**src/sv/slkp_pkg.sv**
```systemverilog
// Shared constants, keyword tables and helper functions for the status line keyword parser.
package slkp_pkg;

   localparam int LINE_BYTES_DEF = 128;

   localparam int KW_COUNT = 9;
   localparam int KW_WORDS = 6;
   localparam int KW_STAT  = 6;
   localparam int KW_OK    = 7;
   localparam int KW_ERROR = 8;
   localparam int KW_SPAN  = 18;

   localparam logic [4:0] POS_BEYOND = 5'd19;
   localparam logic [4:0] WORD_START = 5'd6;

   localparam logic [7:0] CHAR_CR  = 8'h0D;
   localparam logic [7:0] CHAR_LF  = 8'h0A;
   localparam logic [7:0] CHAR_NUL = 8'h00;

   localparam logic [3:0] KIND_CONNECTED    = 4'd0;
   localparam logic [3:0] KIND_DISCONNECTED = 4'd1;
   localparam logic [3:0] KIND_OTHER_STATUS = 4'd6;
   localparam logic [3:0] KIND_REPLY        = 4'd7;
   localparam logic [3:0] KIND_OTHER        = 4'd8;

   typedef logic [KW_SPAN*8-1:0] kw_row_type;

   // full text of each keyword from line start, zero padded
   localparam kw_row_type KW_ROW [KW_COUNT] = '{
      {"+STAT:CONNECTED", 24'h0},
      {"+STAT:DISCONNECTED"},
      {"+STAT:PLAYING", 40'h0},
      {"+STAT:PAUSED", 48'h0},
      {"+STAT:NEXT", 64'h0},
      {"+STAT:PREV", 64'h0},
      {"+STAT:", 96'h0},
      {"OK", 128'h0},
      {"ERROR", 104'h0}
   };

   // position just past the last character of each keyword
   localparam logic [4:0] KW_END [KW_COUNT] = '{
      5'd15, 5'd18, 5'd13, 5'd12, 5'd10, 5'd10, 5'd6, 5'd2, 5'd5
   };

   // status words must end with the text; prefixes need not
   localparam logic [KW_COUNT-1:0] KW_EXACT = 9'b000111111;

   typedef struct packed {
      logic [3:0] line_kind;
      logic       link_up;
   } result_type;

   function automatic logic [KW_COUNT-1:0] keep_mask(input logic [4:0] pos,
                                                     input logic [7:0] b);
      logic [KW_COUNT-1:0] keep;
      logic [4:0]          idx;
      idx = 5'd17 - pos;
      for (int k = 0; k < KW_COUNT; k++) begin
         if (pos >= KW_END[k]) begin
            keep[k] = !KW_EXACT[k];
         end else if (KW_EXACT[k] && (pos < WORD_START)) begin
            keep[k] = 1'b1;
         end else begin
            keep[k] = (b == KW_ROW[k][8*idx +: 8]);
         end
      end
      return keep;
   endfunction

   function automatic logic [KW_COUNT-1:0] finish_mask(input logic [4:0] len);
      logic [KW_COUNT-1:0] keep;
      for (int k = 0; k < KW_COUNT; k++) begin
         keep[k] = (KW_END[k] <= len);
      end
      return keep;
   endfunction

endpackage

```
**src/sv/slkp_in_stage.sv**
```systemverilog
// Input register for received bytes.
module slkp_in_stage (
   input  logic       clock,
   input  logic       reset,
   input  logic       req_valid,
   output logic       req_ready,
   input  logic [7:0] req_rx_byte,
   input  logic       take,
   output logic       s1_valid,
   output logic [7:0] s1_byte
);

   logic       valid_ff, valid_in;
   logic [7:0] byte_ff, byte_in;

   assign req_ready = !valid_ff || take;
   assign s1_valid  = valid_ff;
   assign s1_byte   = byte_ff;

   always_comb begin
      valid_in = valid_ff;
      byte_in  = byte_ff;
      if (req_valid && req_ready) begin
         valid_in = 1'b1;
         byte_in  = req_rx_byte;
      end else if (take) begin
         valid_in = 1'b0;
      end
   end

   always_ff @(posedge clock) begin
      if (reset) begin
         valid_ff <= 1'b0;
      end else begin
         valid_ff <= valid_in;
      end
      byte_ff <= byte_in;
   end

endmodule

```
**src/sv/slkp_line_engine.sv**
```systemverilog
// Line state, per-position keyword matching and line classification.
module slkp_line_engine #(
   parameter int LINE_BYTES = slkp_pkg::LINE_BYTES_DEF
) (
   input  logic                   clock,
   input  logic                   reset,
   input  logic                   in_valid,
   input  logic [7:0]             in_byte,
   input  logic                   out_free,
   output logic                   take,
   output logic                   result_load,
   output slkp_pkg::result_type   result
);

   localparam int HELD_W = $clog2(LINE_BYTES);
   localparam logic [HELD_W-1:0] HELD_LAST = HELD_W'(LINE_BYTES - 1);
   localparam logic [HELD_W-1:0] HELD_BEYOND = HELD_W'(slkp_pkg::POS_BEYOND);

   logic [HELD_W-1:0]             held_ff, held_in;
   logic [slkp_pkg::KW_COUNT-1:0] alive_ff, alive_in;
   logic                          ended_ff, ended_in;
   logic                          fcz_ff, fcz_in;
   logic                          conn_ff, conn_in;

   logic [4:0]                    pos;
   logic                          is_cr, line_end, empty_line, has_result;
   logic [slkp_pkg::KW_COUNT-1:0] alive_fin;
   logic [3:0]                    kind;
   logic                          conn_new;

   always_comb begin
      pos        = (held_ff >= HELD_BEYOND) ? slkp_pkg::POS_BEYOND : held_ff[4:0];
      is_cr      = (in_byte == slkp_pkg::CHAR_CR);
      line_end   = (in_byte == slkp_pkg::CHAR_LF) || (held_ff == HELD_LAST);
      empty_line = (held_ff == '0) || fcz_ff;
      alive_fin  = ended_ff ? alive_ff : (alive_ff & slkp_pkg::finish_mask(pos));

      kind = slkp_pkg::KIND_OTHER_STATUS;
      for (int k = slkp_pkg::KW_WORDS - 1; k >= 0; k--) begin
         if (alive_fin[k]) begin
            kind = 4'(k);
         end
      end
      priority if (alive_fin[slkp_pkg::KW_STAT]) begin
         // kind already holds the status word
      end else if (alive_fin[slkp_pkg::KW_OK] || alive_fin[slkp_pkg::KW_ERROR]) begin
         kind = slkp_pkg::KIND_REPLY;
      end else begin
         kind = slkp_pkg::KIND_OTHER;
      end

      conn_new = conn_ff;
      if (kind == slkp_pkg::KIND_CONNECTED) begin
         conn_new = 1'b1;
      end else if (kind == slkp_pkg::KIND_DISCONNECTED) begin
         conn_new = 1'b0;
      end

      has_result       = in_valid && !is_cr && line_end && !empty_line;
      take             = in_valid && (!has_result || out_free);
      result_load      = take && has_result;
      result.line_kind = kind;
      result.link_up   = conn_new;

      held_in  = held_ff;
      alive_in = alive_ff;
      ended_in = ended_ff;
      fcz_in   = fcz_ff;
      conn_in  = conn_ff;
      if (take && !is_cr) begin
         if (line_end) begin
            held_in  = '0;
            alive_in = '1;
            ended_in = 1'b0;
            fcz_in   = 1'b0;
            if (has_result) begin
               conn_in = conn_new;
            end
         end else begin
            held_in = held_ff + 1'b1;
            if (!ended_ff) begin
               if (in_byte == slkp_pkg::CHAR_NUL) begin
                  alive_in = alive_ff & slkp_pkg::finish_mask(pos);
                  ended_in = 1'b1;
                  fcz_in   = (held_ff == '0);
               end else begin
                  alive_in = alive_ff & slkp_pkg::keep_mask(pos, in_byte);
               end
            end
         end
      end
   end

   always_ff @(posedge clock) begin
      if (reset) begin
         held_ff  <= '0;
         alive_ff <= '1;
         ended_ff <= 1'b0;
         fcz_ff   <= 1'b0;
         conn_ff  <= 1'b0;
      end else begin
         held_ff  <= held_in;
         alive_ff <= alive_in;
         ended_ff <= ended_in;
         fcz_ff   <= fcz_in;
         conn_ff  <= conn_in;
      end
   end

endmodule

```
**src/sv/slkp_out_stage.sv**
```systemverilog
// Result register towards the response channel.
module slkp_out_stage (
   input  logic                 clock,
   input  logic                 reset,
   input  logic                 load,
   input  slkp_pkg::result_type result,
   output logic                 out_free,
   output logic                 rsp_valid,
   input  logic                 rsp_ready,
   output logic [3:0]           rsp_line_kind,
   output logic                 rsp_link_up
);

   logic                 valid_ff, valid_in;
   slkp_pkg::result_type data_ff, data_in;

   assign out_free      = !valid_ff || rsp_ready;
   assign rsp_valid     = valid_ff;
   assign rsp_line_kind = data_ff.line_kind;
   assign rsp_link_up   = data_ff.link_up;

   always_comb begin
      valid_in = valid_ff;
      data_in  = data_ff;
      if (load) begin
         valid_in = 1'b1;
         data_in  = result;
      end else if (rsp_ready) begin
         valid_in = 1'b0;
      end
   end

   always_ff @(posedge clock) begin
      if (reset) begin
         valid_ff <= 1'b0;
      end else begin
         valid_ff <= valid_in;
      end
      data_ff <= data_in;
   end

endmodule

```
**src/sv/status_line_keyword_parser.sv**
```systemverilog
// Top level of the status line keyword parser.
//
//  channel | ports                               | role
//  req     | req_valid req_ready req_rx_byte     | received bytes, one per word
//  rsp     | rsp_valid rsp_ready rsp_line_kind   | one word per nonempty line
//          | rsp_link_up                         |
//
// One byte a cycle unless a waiting result stalls a line end; a line feed passes
// the input register, then keyword match and classify into the result register.
// Reset clears the line state and the connected flag; no clearing pass.
// A waiting result stalls only a byte that ends a line; other bytes keep flowing.
module status_line_keyword_parser #(
   parameter int LINE_BYTES = slkp_pkg::LINE_BYTES_DEF
) (
   input  logic       clock,
   input  logic       reset,
   input  logic       req_valid,
   output logic       req_ready,
   input  logic [7:0] req_rx_byte,
   output logic       rsp_valid,
   input  logic       rsp_ready,
   output logic [3:0] rsp_line_kind,
   output logic       rsp_link_up
);

   logic                 take, s1_valid, out_free, result_load;
   logic [7:0]           s1_byte;
   slkp_pkg::result_type result;

   slkp_in_stage u_in_stage (
      .clock       (clock),
      .reset       (reset),
      .req_valid   (req_valid),
      .req_ready   (req_ready),
      .req_rx_byte (req_rx_byte),
      .take        (take),
      .s1_valid    (s1_valid),
      .s1_byte     (s1_byte)
   );

   slkp_line_engine #(
      .LINE_BYTES (LINE_BYTES)
   ) u_line_engine (
      .clock       (clock),
      .reset       (reset),
      .in_valid    (s1_valid),
      .in_byte     (s1_byte),
      .out_free    (out_free),
      .take        (take),
      .result_load (result_load),
      .result      (result)
   );

   slkp_out_stage u_out_stage (
      .clock         (clock),
      .reset         (reset),
      .load          (result_load),
      .result        (result),
      .out_free      (out_free),
      .rsp_valid     (rsp_valid),
      .rsp_ready     (rsp_ready),
      .rsp_line_kind (rsp_line_kind),
      .rsp_link_up   (rsp_link_up)
   );

`ifndef ASSERT_OFF
   a_kind_range: assert property (@(posedge clock) disable iff (reset)
      rsp_valid |-> (rsp_line_kind <= slkp_pkg::KIND_OTHER))
      else $error("line kind out of range");

   a_connected_sets: assert property (@(posedge clock) disable iff (reset)
      (rsp_valid && (rsp_line_kind == slkp_pkg::KIND_CONNECTED)) |-> rsp_link_up)
      else $error("connected status left flag clear");

   a_disconnected_clears: assert property (@(posedge clock) disable iff (reset)
      (rsp_valid && (rsp_line_kind == slkp_pkg::KIND_DISCONNECTED)) |-> !rsp_link_up)
      else $error("disconnected status left flag set");

   a_reset_empty: assert property (@(posedge clock)
      $past(reset) |-> !rsp_valid)
      else $error("result valid straight after reset");
`endif

endmodule
```
**config.mk**
```make
export PLATFORM = sky130hd
export DESIGN_NAME = status_line_keyword_parser
export DESIGN_NICKNAME = d
export VERILOG_FILES = /design/src/sv/slkp_pkg.sv /design/src/sv/slkp_in_stage.sv /design/src/sv/slkp_line_engine.sv /design/src/sv/slkp_out_stage.sv /design/src/sv/status_line_keyword_parser.sv
export SDC_FILE = /design/constraint.sdc
export NUM_CORES = 1
export LEC_CHECK = 0
export ABC_CLOCK_PERIOD_IN_PS = 6100
export BUFFER_PORTS_ARGS = -buffer_cell sky130_fd_sc_hd__buf_2
export CORE_MARGIN = 5
export CORE_UTILIZATION = 28
export CTS_CLUSTER_DIAMETER = 40
export DETAILED_ROUTE_END_ITERATION = 10
export GPL_ROUTABILITY_DRIVEN = 1
export GPL_TIMING_DRIVEN = 0
export PLACE_DENSITY_LB_ADDON = 0.08
export REMOVE_ABC_BUFFERS = 1
export SLEW_MARGIN = 30
export SYNTH_ARGS = -nofsm -noshare
export SYNTH_HDL_FRONTEND = slang
export SYNTH_SLANG_ARGS = --single-unit
```
**constraint.sdc**
```tcl
create_clock -name clock -period 6.1 [get_ports clock]
set_input_delay 1.22 -clock clock [delete_from_list [all_inputs] [get_ports clock]]
set_output_delay 1.22 -clock clock [all_outputs]
set_load 0.01 [all_outputs]
```
==> impl_metrics.csv, run 1 <==
group,metric,value,unit
worst_hold_path,hold_class,"reg2reg",
logic_synthesis,yosysSeqAreaShare,22.5,%
global_routing,busiest_layer,"met2",
global_routing,grt_pass1_vias,3416,
cts,clock_sink_count,34,
logic_synthesis,synth_area_leader_cell,"dfxtp_1",
cts,path_clk_slew,0.06,ns
critical_path,crit_chain,"nor4b_2 -> inv_1 -> ha_1 -> ha_1 -> and2_1 -> a32oi_2 -> nor2_1 -> a2111oi_0 -> o2111a_1 -> nand4_1 -> a22oi_1",
cts,clkLatencyLatePin,0.28,ns
cts,cts_max_path_buffers,2,
logic_synthesis,yosys-top-cells-area,"dfxtp_1 (12%), edfxtp_1 (11%), xnor2_1 (5.8%)",
logic_synthesis,netlist_area,0.00361,sq mm
route,avgViaCountPerCell,5.69,
logic_synthesis,ys_types,70,
route,drc,0,
placement,io_buffers,18,
logic_synthesis,ys_ff_latch,34,
global_routing,antenna_found_initial,0,
critical_path,critPathMaxStageDelay,0.74,ns
power_and_ir_drop,clkPwrFrac,41.5,%
critical_path,crit_path_frequent_cell,"ha_1",
layout,diodes,0,
cts,cts_setup_buffers,0,
critical_path,critPathTopFamily,"compound AO/OA/AOI/OAI gates",
placement,hpwl,9.60,mm
route,dr_total_vias,3655,
layout,instances_no_fill,642,
timing,period_minus_slack,5.05,ns
critical_path,cpMaxStageDelayCell,"a32oi_2",
cts,tritoncts,"built",
global_routing,track_usage,17.2,%
logic_synthesis,synth_ff_type,"dfxtp_1",
global_routing,grt_use_met3,1.83,%
global_routing,grt_max_degree,29,
job,max_cap_violations,0,
critical_path,start_kind,"register",
critical_path,required,6.30,ns
placement,place_inst,634,
timing,slew_headroom,35.0,%
worst_hold_path,hold_start,"u_line_engine.alive_ff[7]",
cts,cts_hold_buf,0,
timing,tightest_slew,0.970,ns
cts,cts_root_buffer,"clkbuf_16",
logic_synthesis,synth_top_area_share,11.6,%
power_and_ir_drop,ir_worst_vdd,77.2,uV
global_routing,overflow,0,
timing,timing.fmax,198,MHz
cts,cts_resized,0,
critical_path,end_kind,"register",
power_and_ir_drop,combPwrFrac,19.5,%
critical_path,crit_buf_inv,1,
critical_path,critPathArrivalTime,5.25,ns
route,final_antenna_net_count,0,
timing,rsz0062_at_grt,"no",
layout,final_nets,497,
layout,drive_gt1_share,9.36,%
logic_synthesis,synthArstFlopShare,0,%
timing,finalCritPeriodShare,82.8,%
power_and_ir_drop,switching_share,29.3,%
die,io_pins,19,
critical_path,criticalPathCategory,"reg2reg",
critical_path,crit_path_start,"u_line_engine.held_ff[2]",
cts,cts_buffers,5,
global_routing,grtUsageMet2,28.5,%
die,num_rows,41,
layout,multi_input_area,0.00259,sq mm
route,drtPass1Iterations,5,
die,die_h,124,microns
die,die-width,124,microns
layout,fill_cells,1384,
die,initial_utilization,28.6,%
logic_synthesis,yosysMostFrequentCell,"nor2_1",
global_routing,met1_usage,24.0,%
logic_synthesis,syn_area_per_cell,7.54,sq um
placement,gp_congestion,0.834,
route,wire_per_inst,20.3,microns
power_and_ir_drop,p_sw,202,uW
route,wirelength,13.0,mm
timing,fin_setup_tns,0,ns
logic_synthesis,synth_commonest_cells,"nor2_1 (46), o21ai_0 (39), a21oi_1 (36)",
layout,synthToLayoutAreaGrowth,9.19,%
layout,regArea,811,sq um
logic_synthesis,synth_enable_flop_cells,13,
global_routing,grt_pass1_wl,20.2,mm
critical_path,crit_path_max_fanout,28,
cts,cts_max_level,2,
critical_path,r2r-start,"u_line_engine.held_ff[2]",
power_and_ir_drop,leakagePower,1.36,nW
logic_synthesis,ys_warn_count,0,
power_and_ir_drop,power_density,175,mW/mm^2
run_status,status,"complete, no violations",
logic_synthesis,syn-instance-count,479,
timing,fin_skew,0.00361,ns
timing,hold_viol,0,
die,die_area,0.0153,sq mm
power_and_ir_drop,seqPwrFrac,39.0,%
power_and_ir_drop,intPower,487,uW
die,core_area,0.0126,sq mm
timing,finalSetupViolations,0,
timing,maxSlewViolCount,0,
layout,fin_util,31.2,%
route,drt_iter0_markers,335,
==> sequential cells by signal, summed over array words and instances (netlist names) <==
| signal | count |
|---|---|
| u_line_engine.alive_ff | 9 |
| u_out_stage.rsp_line_kind | 4 |
| u_out_stage.rsp_link_up | 1 |
| u_line_engine.ended_ff | 1 |
| u_in_stage.s1_valid | 1 |
| u_line_engine.fcz_ff | 1 |
| u_out_stage.rsp_valid | 1 |
| u_line_engine.held_ff | 7 |
| u_line_engine.conn_ff | 1 |
| u_in_stage.s1_byte | 8 |
==> placed cells by master (no fill, tap or decap), drive strengths merged, types with 13 or more instances in the layout <==
master / synthesis / layout
a21oi: 36 / 36
buf: 10 / 18
dfxtp: 21 / 21
edfxtp: 13 / 13
ha: 16 / 16
inv: 18 / 18
nand2: 36 / 36
nand3: 14 / 14
nor2: 46 / 46
o21ai: 39 / 39
xnor2: 24 / 24
xor2: 15 / 15
==> cell type report <==
class,instances,share of cell area [%]
repair buffers,18,2.29
flip-flops and latches,34,20.6
well taps,172,5.46
inverters,18,1.71
clock inverters,2,0.857
clock buffers,6,3.27
multi-input cells,392,65.8
==> path summary, 6_finish.rpt <==
check / to / slack (ns) / cells past startpoint
hold reg to reg: u_line_engine.alive_ff[7] / 0.47 / 2
setup / recovery: u_line_engine.alive_ff[2] / 1.05 / 11
hold / removal: u_line_engine.alive_ff[7] / 0.47 / 2
setup reg to reg: u_line_engine.alive_ff[2] / 1.05 / 11
==> stage by stage <==
step	setup WS, ns	hold slack (ns)	instance area (sq um)	total power [mW]
6_report	1.05	0.467	3940	0.690
5_1_grt	0.605	0.489	3940	0.717
4_1_cts	1.08	0.465	3940	0.693
3_5_place_dp	1.10	0.459	3780	0.405
3_3_place_gp	0.323	0.461	3760	0.406
2_1_floorplan	1.98	0.436	3450	0.358
==> power groups by stage <==
stage | Combinational, mW | Sequential, mW | Clock, mW
after global routing | 0.145 | 0.271 | 0.301
after global placement | 0.132 | 0.274 | 0
after detailed placement | 0.132 | 0.274 | 0
final | 0.135 | 0.269 | 0.286
after floorplan | 0.0952 | 0.263 | 0
after CTS | 0.132 | 0.269 | 0.291
==> metal layers <==
metal  vias up  routed length, microns
li1       1765                       -
met1      1764                    6100
met2       113                    6230
met3        13                     538
met4         0                     155
met5         -                       0
==> logic make-up (layout without fill, tap and decap cells) <==
logic type	Yosys count	count (layout)	synth area share (%)
AO/OA/AOI/OAI	154	154	28.4
XOR/XNOR	39	39	9.46
adder cells (fa/ha/maj)	16	16	5.55
buffers and inverters	53	44	6.20
flip-flops	34	34	22.5
multiplexers	6	6	1.70
AND/OR/NAND/NOR	177	177	26.2
==> worst register-to-register path, delay by kind of cell, from the launching register on <==
family,cells,cell delay (ns)
AOI/OAI and AO/OA,4,1.74
DFF,1,0.69
and+or+nand+nor,4,1.38
adders and majority gates,2,0.97
buffers and inverters,1,0.19
Power figures use the tool's default switching activity.
==> run 2: changes to the inputs <==
--- a/config.mk
+++ b/config.mk
@@ -5,7 +5,8 @@
 export SDC_FILE = /design/constraint.sdc
 export NUM_CORES = 1
 export LEC_CHECK = 0
-export ABC_CLOCK_PERIOD_IN_PS = 6100
+export ABC_AREA = 1
+export ABC_CLOCK_PERIOD_IN_PS = 4650
 export BUFFER_PORTS_ARGS = -buffer_cell sky130_fd_sc_hd__buf_2
 export CORE_MARGIN = 5
 export CORE_UTILIZATION = 28
==> constraint.sdc (replaced) <==
create_clock -name clock -period 4.65 [get_ports clock]
set_input_delay 0.93 -clock clock [delete_from_list [all_inputs] [get_ports clock]]
set_output_delay 0.93 -clock clock [all_outputs]
set_load 0.01 [all_outputs]
==> impl_metrics.csv, run 2 <==
group,metric,value,unit
placement,dp_slack,-0.467,ns
route,final_antenna_net_count,0,
logic_synthesis,ys_ff_latch,34,
timing,finalSetupViolations,0,
worst_hold_path,hold_class,"reg2reg",
layout,layout_commonest_cell,"nand2_1",
timing,maxSlewViolCount,0,
timing,rsz0062_at_grt,"no",
cts,cts_hold_buf,0,
timing,fin_ws,0.529,ns
timing,period_minus_slack,4.12,ns
global_routing,grt_max_degree,45,
route,avgViaCountPerCell,4.95,
logic_synthesis,synth_area_leader_cell,"nand2_1",
layout,diodes,0,
die,core_area,0.0127,sq mm
timing,fin_setup_tns,0,ns
critical_path,critPathArrivalTime,4.34,ns
cts,cts_max_path_buffers,2,
placement,place_inst,797,
cts,path_clk_slew,0.05,ns
route,wirelength,12.6,mm
job,max_cap_violations,0,
global_routing,grt_pass1_vias,3624,
route,drc,0,
cts,cts_max_level,2,
critical_path,criticalPathCategory,"reg2reg",
die,die_h,124,microns
logic_synthesis,ys_warn_count,0,
power_and_ir_drop,ir_worst_vdd,146,uV
critical_path,crit_path_max_fanout,17,
die,die_area,0.0155,sq mm
critical_path,required,4.87,ns
cts,clock_sink_count,34,
global_routing,grt_pass1_wl,20.3,mm
critical_path,start_kind,"register",
cts,tritoncts,"built",
layout,instances_no_fill,806,
run_status,status,"complete, no violations",
cts,cts_root_buffer,"clkbuf_16",
logic_synthesis,synth_enable_flop_cells,13,
die,io_pins,19,
critical_path,r2r-start,"u_line_engine.held_ff[0]",
die,initial_utilization,28.8,%
worst_hold_path,hold_depth,2,
timing,timing.fmax,243,MHz
layout,drive_gt1_share,8.99,%
global_routing,overflow,0,
cts,clkLatencyLatePin,0.27,ns
logic_synthesis,ys_types,43,
critical_path,r2r_slack,0.53,ns
global_routing,antenna_found_initial,0,
die,die-width,124,microns
power_and_ir_drop,leakagePower,1.98,nW
placement,hpwl,9.74,mm
layout,fin_util,31.7,%
layout,layout_common_cells,"nand2_1 (231), nand3_1 (73), nor2_1 (61), inv_1 (54), a21oi_1 (26)",
layout,final_nets,661,
layout,largest_register_ffs,9,
timing,hold_viol,0,
logic_synthesis,syn-instance-count,628,
logic_synthesis,synthArstFlopShare,0,%
layout,largest-register,"u_line_engine.alive_ff",
timing,fin_skew,0.00359,ns
critical_path,end_kind,"register",
power_and_ir_drop,power_density,240,mW/mm^2
logic_synthesis,yosys-top-cells-area,"nand2_1 (24%), dfxtp_1 (11%), edfxtp_1 (11%)",
timing,finalCritPeriodShare,88.6,%
cts,cts_buffers,5,
timing,tightest_slew,0.633,ns
worst_hold_path,hold_start,"u_line_engine.alive_ff[3]",
route,wl_met3,524,microns
logic_synthesis,yosysMostFrequentCell,"nand2_1",
logic_synthesis,yosysSeqAreaShare,22.1,%
timing,slew_headroom,57.8,%
placement,gp_congestion,0.859,
logic_synthesis,synth_ff_type,"dfxtp_1",
layout,synthToLayoutAreaGrowth,9.96,%
route,drtPass1Iterations,7,
worst_hold_path,holdPathEnd,"u_line_engine.alive_ff[3]",
logic_synthesis,syn_area_per_cell,5.84,sq um
logic_synthesis,netlist_area,0.00367,sq mm
route,route.met2.wl,5.62,mm
route,wl_met1,6.41,mm
critical_path,reg2regPathDepth,25,
placement,io_buffers,18,
logic_synthesis,synth_top_area_share,23.7,%
route,top_layer,"met4",
die,num_rows,41,
logic_synthesis,synth_commonest_cells,"nand2_1 (232), nand3_1 (74), nor2_1 (61)",
global_routing,track_usage,16.1,%
route,wire_per_inst,15.7,microns
critical_path,r2r_end,"u_line_engine.alive_ff[0]",
route,dr_total_vias,3989,
route,drt_iter0_markers,324,
power_and_ir_drop,power,968,uW
==> run 2: cell families (layout without fill, tap and decap cells) <==
group	after synthesis	count (layout)	share of synthesized area [%]
xor gates and xnor gates	6	6	1.43
DFF	34	34	22.1
and+or+nand+nor	409	409	48.9
buffers and inverters	90	96	10.5
AOI/OAI and AO/OA	73	73	11.6
adders and majority gates	16	16	5.46
==> run 2: repair_timing <==
action,CTS,global route
setup buffers,0,1
endpoints found under the setup margin,8,8
cloned,0,0
resized for setup,4,4
==> run 2: critical path, cell delays in order, from the launching register on <==
cell and delay [ns]:
dfxtp_1 0.47, ha_1 0.24, nor2_1 0.05, nand2_1 0.06, inv_1 0.04, nand2_2 0.07
nand2_4 0.10, nand2_2 0.27, inv_1 0.23, ha_1 0.30, ha_4 0.31, nor2_2 0.22
inv_1 0.13, nor2_2 0.15, inv_1 0.06, nand3_1 0.27, nand3_1 0.15, nand2_1 0.18
nand3_1 0.10, nor2_1 0.25, nand2_1 0.13, nand2_1 0.08, nand2_1 0.05, nand2_1 0.05
nand2_1 0.04, nand2_1 0.04
==> run 2: how the worst max path moves through the flow <==
stage,slack [ns],endpoint,start,cells past startpoint
after CTS,0.22,u_line_engine.alive_ff[0],u_line_engine.held_ff[0],25
after global placement,-0.49,u_line_engine.alive_ff[5],u_line_engine.held_ff[0],25
after detailed placement,-0.47,u_line_engine.alive_ff[5],u_line_engine.held_ff[0],25
final,0.53,u_line_engine.alive_ff[0],u_line_engine.held_ff[0],25
after global routing,0.12,u_line_engine.alive_ff[0],u_line_engine.held_ff[0],25
after floorplan,1.04,u_line_engine.alive_ff[6],u_line_engine.held_ff[1],22
==> run 2: routing by layer <==
layer  track usage, %  up-vias
met2             25.3       88
li1                 -     2051
met3             2.32        6
met4             1.81        0
met5                0        -
met1             24.0     1844
==> run 2: where the power goes <==
group	switching (mW)	internal, mW	leakage, nW	total, mW
registers	0.0212	0.322	0.295	0.343
clock network	0.111	0.199	0.0652	0.310
logic	0.216	0.0987	1.62	0.314
total	0.348	0.620	1.98	0.968
==> run 2: final cells by class <==
type,instances,area [sq um]
clock buffers,8,136
fillers,1504,8690
repair buffers,19,97.6
inverters,69,263
well taps,172,215
flip-flops and latches,34,811
multi-input cells,504,2510
==> run 2: through the flow <==
step | instance area (sq um) | hold WS (ns)
finish | 4040 | 0.446
detailed placement | 3850 | 0.430
floorplan | 3540 | 0.412
global placement | 3850 | 0.423
global route | 4040 | 0.469
CTS | 4000 | 0.442
